## config.mk

```make
export PLATFORM = sky130hd
export DESIGN_NAME = prad_ram
export DESIGN_NICKNAME = d
export VERILOG_FILES = /design/src/hw/rtl/prad_ram.sv
export SDC_FILE = /design/constraint.sdc
export NUM_CORES = 1
export LEC_CHECK = 0
export BUFFER_PORTS_ARGS = -buffer_cell sky130_fd_sc_hd__buf_2
export CAP_MARGIN = 20
export CORE_MARGIN = 1
export CORE_UTILIZATION = 55
export CTS_BUF_LIST = sky130_fd_sc_hd__clkbuf_8
export DETAILED_ROUTE_END_ITERATION = 8
export MAX_ROUTING_LAYER = met4
export PLACE_DENSITY = 0.73
export SLEW_MARGIN = 20
export SYNTH_ARGS = -nofsm -noshare
export SYNTH_HDL_FRONTEND = slang
export SYNTH_SLANG_ARGS = --single-unit
export TNS_END_PERCENT = 20
```

## constraint.sdc

```tcl
create_clock -name clk_i -period 2.4 [get_ports clk_i]
set_clock_uncertainty 0.15 [all_clocks]
set_input_delay 0.24 -clock clk_i [delete_from_list [all_inputs] [get_ports clk_i]]
set_output_delay 0.24 -clock clk_i [all_outputs]
set_load 0.05 [all_outputs]
```

## src/hw/rtl/prad_ram.sv

```systemverilog
module prad_ram #(
  parameter int unsigned WIDTH = 8,
  parameter int unsigned DEPTH = 64,
  localparam int unsigned AW = (DEPTH > 1) ? $clog2(DEPTH) : 1
) (
  input  logic             clk_i,
  input  logic             we_i,
  input  logic [AW-1:0]    waddr_i,
  input  logic [WIDTH-1:0] wdata_i,
  input  logic [AW-1:0]    raddr_i,
  output logic [WIDTH-1:0] rdata_o
);

  logic [WIDTH-1:0] mem_q [DEPTH];

  always_ff @(posedge clk_i) begin
    if (we_i) begin
      mem_q[waddr_i] <= wdata_i;
    end
    rdata_o <= mem_q[raddr_i];
  end

endmodule

```

Yosys cells after proc, flatten, opt, wreduce, memory -nomap -nowiden
Memories as Yosys holds them, arrays and structs flattened. A register that Yosys moved wholly into a read port is not among the register bits.
Index checks and enable logic that the tools add are counted.
- memories kept: 1
- memory bits (writable): 512
- word-level logic and storage cells: 3
- output and inout bits: 8
- input bits: 22
- register bits: 0
- multiplexer cells: 2
- memory list (name ; words ; width ; rd ports ; clocked after Yosys merged registers in ; wr ports ; RTL line ; source):
    mem_q ; 64 ; 8 ; 1 ; 1 ; 1 ; 14 ; logic [WIDTH-1:0] mem_q [DEPTH];
- operators with widths (kind ; count):
    2-to-1 mux 1 bit ; 2

Depth between registers and ports, before layout
- depth in word-level cells: 2
- gate-level depth with buffers: 9

Least setup slack after synthesis
Ideal clock, no wire load.
- kind: in2reg
- start point: input raddr_i[1]
- end point: register rdata_o[3], read port of mem_q
- stages: 7
- data arrival time: 1.780 ns
- setup slack: 0.342 ns
- path through: buf_4 > buf_2 > buf_2 > mux4_2 > mux4_2 > o21ai_1 > o41ai_1
- RTL lines (what ; RTL line ; source):
    start, declared ; 10 ; input logic [AW-1:0] raddr_i,
    end, declared ; 11 ; output logic [WIDTH-1:0] rdata_o

==> results_dict.tcl <==
set metrics [dict create \
    r2r-start "mem_q[29][6]$_DFFE_PP_" \
    hold_path.class "primary input to flip-flop" \
    setup_viol 0 \
    powerDensity_nw_per_um2 767 \
    detail_route.drc_violations 6 \
    fin_crit_ps 2230 \
    cpPeakStageDelay_ps 480 \
    drt_iter0_drc 1207 \
    synth_area_sq_um 20200 \
    ys_types 40 \
    die_w_um 193 \
    clkTransAtPathRegs_ps 60 \
    slew_headroom 0.500 \
    fin_crit_sh 0.929 \
    placedCellCount 1522 \
    overflow 0 \
    fp.dieArea_sq_um 37400 \
    synth_edf_count 512 \
    synth_ff_type "edfxtp_1" \
    swShare 0.221 \
    hpwl_um 28900 \
    vias 10300 \
    vias_per_cell 6.17 \
    crit_fanout 1 \
    leakage_nw 7.71 \
    async_flop_share 0 \
    drt.antenna.violating_nets 0 \
    worstMarginPinSlew_ps 750 \
    grt_pass1_vias 10500 \
    cpMaxStageDelayCell "mux4_2" \
    die_h_um 193 \
    critPathTopFamily "multiplexers" \
    cp.arrival_ps 2580 \
    synth_top_area_cell "edfxtp_1" \
    synth_cells 940 \
    cts_tree "yes" \
    num_rows 69 \
    p_comb_frac 0.061 \
    fin_nets 1171 \
    areaGrowthSynthToFinish_pct 15.7 \
    pwr-share-seq 0.563 \
    fillers 2308 \
    ys_seq_area_frac 0.770 \
    drt-total-wl_um 45000 \
    hold_depth 1 \
    crit_type "flip-flop to flip-flop" \
    netlist.area_leader.share 0.762 \
    crit_chain "mux4_2, mux2_2, o221a_2, nor3_2, o32ai_1" \
    ys_top_cells_by_area "edfxtp_1, mux4_2, nor2_1" \
    antenna_found_initial 2 \
    synth-seq-cells 520 \
    rsz0062_at_grt "false" \
    track_usage 0.258 \
    clkPwrFrac 0.376 \
    drive_gt1_frac 0.339 \
    hp-start "wdata_i[1]" \
    stdcell_area_sq_um 23300 \
    cts_max_path_buffers 3 \
    setup_tns_ps 0 \
    place.gp.congestion 0.882 \
    power_mw 17.9 \
    final_core_util 0.651 \
    cts_max_level 3 \
    cap_viol_max_count 0 \
    yosys_warnings 0 \
    drv_slew 0 \
    cts_root_buf "clkbuf_8" \
    crit_buf_inv 0 \
    final-hold-violation-count 0 \
    clk_latency_ps 630 \
    port_buffers 29 \
    start_util 0.563 \
    cp_data_required_time_ps 2750 \
    r2r_slack_ps 170 \
    grt_pass1_wl_um 67400 \
    fin_cells 1674 \
    dr.pass1.iters 8 \
    detail_route.wl_per_cell_um 26.9 \
    critPathLaunchType "flip-flop" \
    status "finished with violations" \
    place_area_sq_um 21800 \
    timing.fmax_mhz 449 \
    coreArea_sq_um 35800 \
    violations "design-rule violations" \
    avgSynthCellArea_sq_um 21.5 \
    cts_buffers 79 \
    r2r_end "rdata_o[6]$_DFF_P_" \
    synth_fp_nets 962 \
    p_sw_mw 3.95 \
    grt_max_degree 65 \
    ios 30 \
    ir_drop_mv 0.485 \
    worstHoldEndpoint "mem_q[19][1]$_DFFE_PP_" \
    r2r_cells 5 \
    endpoint_kind "flip-flop" \
    p_int_mw 13.9 \
    cts_sinks 520 \
]
power by group through the flow:
stage	clock (mW)	sequential [mW]	combinational, mW
detailed placement	0	10.3	1.08
global placement	0	10.3	1.06
global route	7.22	10.1	1.15
floorplan	0	10.3	0.536
CTS	6.86	10.1	1.09
finish	6.72	10.1	1.09
timing repair:
action	4_1_cts	5_1_grt
setup buffers	0	0
endpoints found under the setup margin	1	0
hold buffers	7	0
hold endpoints to repair	144	0
gates resized for setup	1	0
layout make-up:
class | count | area (sq um) | area share
Tap cell | 461 | 577 | 0.0247
Antenna cell | 5 | 12.5 | 0.000536
Multi-Input combinational cell | 369 | 4320 | 0.185
Clock buffer | 81 | 1110 | 0.0478
Timing Repair Buffer | 179 | 1460 | 0.0623
Sequential cell | 520 | 15500 | 0.666
Clock inverter | 59 | 325 | 0.0139
per-layer routing:
| metal | track usage | vias to the layer above | share of wire |
|---|---|---|---|
| li1 | - | 4367 | - |
| met2 | 0.394 | 495 | 0.48 |
| met5 | - | - | 0 |
| met3 | 0.0556 | 74 | 0.094 |
| met1 | 0.350 | 5386 | 0.40 |
| met4 | 0.0833 | 0 | 0.024 |
logic make-up (layout without fill, tap and decap cells):
kind of cell | Yosys count | after routing | share of synthesized area
DFF | 520 | 520 | 0.770
muxes | 162 | 162 | 0.159
and+or+nand+nor | 153 | 153 | 0.0339
AOI/OAI and AO/OA | 54 | 54 | 0.0207
buffers and inverters | 51 | 319 | 0.0157
other | 0 | 5 | 0
state kept, by name, summed over array words and instances, names as in the netlist:
name,cells
mem_q,512
rdata_o,8
placed cells by master (no fill, tap or decap), types with 19 or more instances in the layout:
cell type	instances
clkinv_1	19
edfxtp_1	512
nand2_1	19
clkbuf_8	82
inv_1	25
mux4_2	126
buf_2	25
nor2_1	83
mux2i_1	23
buf_4	134
synthesized netlist by cell type (all sizes together) (8+ instances only):
cell	number
dfxtp	8
mux2	13
nor2b	14
mux2i	23
nor2	83
edfxtp	512
mux4	126
clkbuf	17
o22ai	8
o221ai	8
nand2	19
buf	34
nand3	13
how the worst max path moves through the flow:
stage	from	end	depth (start not counted)
after floorplan	raddr_i[1]	rdata_o[3]$_DFF_P_	7
after global placement	raddr_i[0]	rdata_o[6]$_DFF_P_	7
after detailed placement	raddr_i[0]	rdata_o[6]$_DFF_P_	7
after CTS	mem_q[29][6]$_DFFE_PP_	rdata_o[6]$_DFF_P_	5
after global routing	mem_q[29][6]$_DFFE_PP_	rdata_o[6]$_DFF_P_	5
final	mem_q[29][6]$_DFFE_PP_	rdata_o[6]$_DFF_P_	5
stage by stage:
| step | hold slack [ps] | worst slack [ps] |
|---|---|---|
| global route | 48.0 | 108 |
| detailed placement | 536 | -254 |
| floorplan | 189 | 342 |
| finish | 44.9 | 171 |
| global placement | 544 | -291 |
| CTS | 17.5 | 202 |
Power figures use the tool's default switching activity.
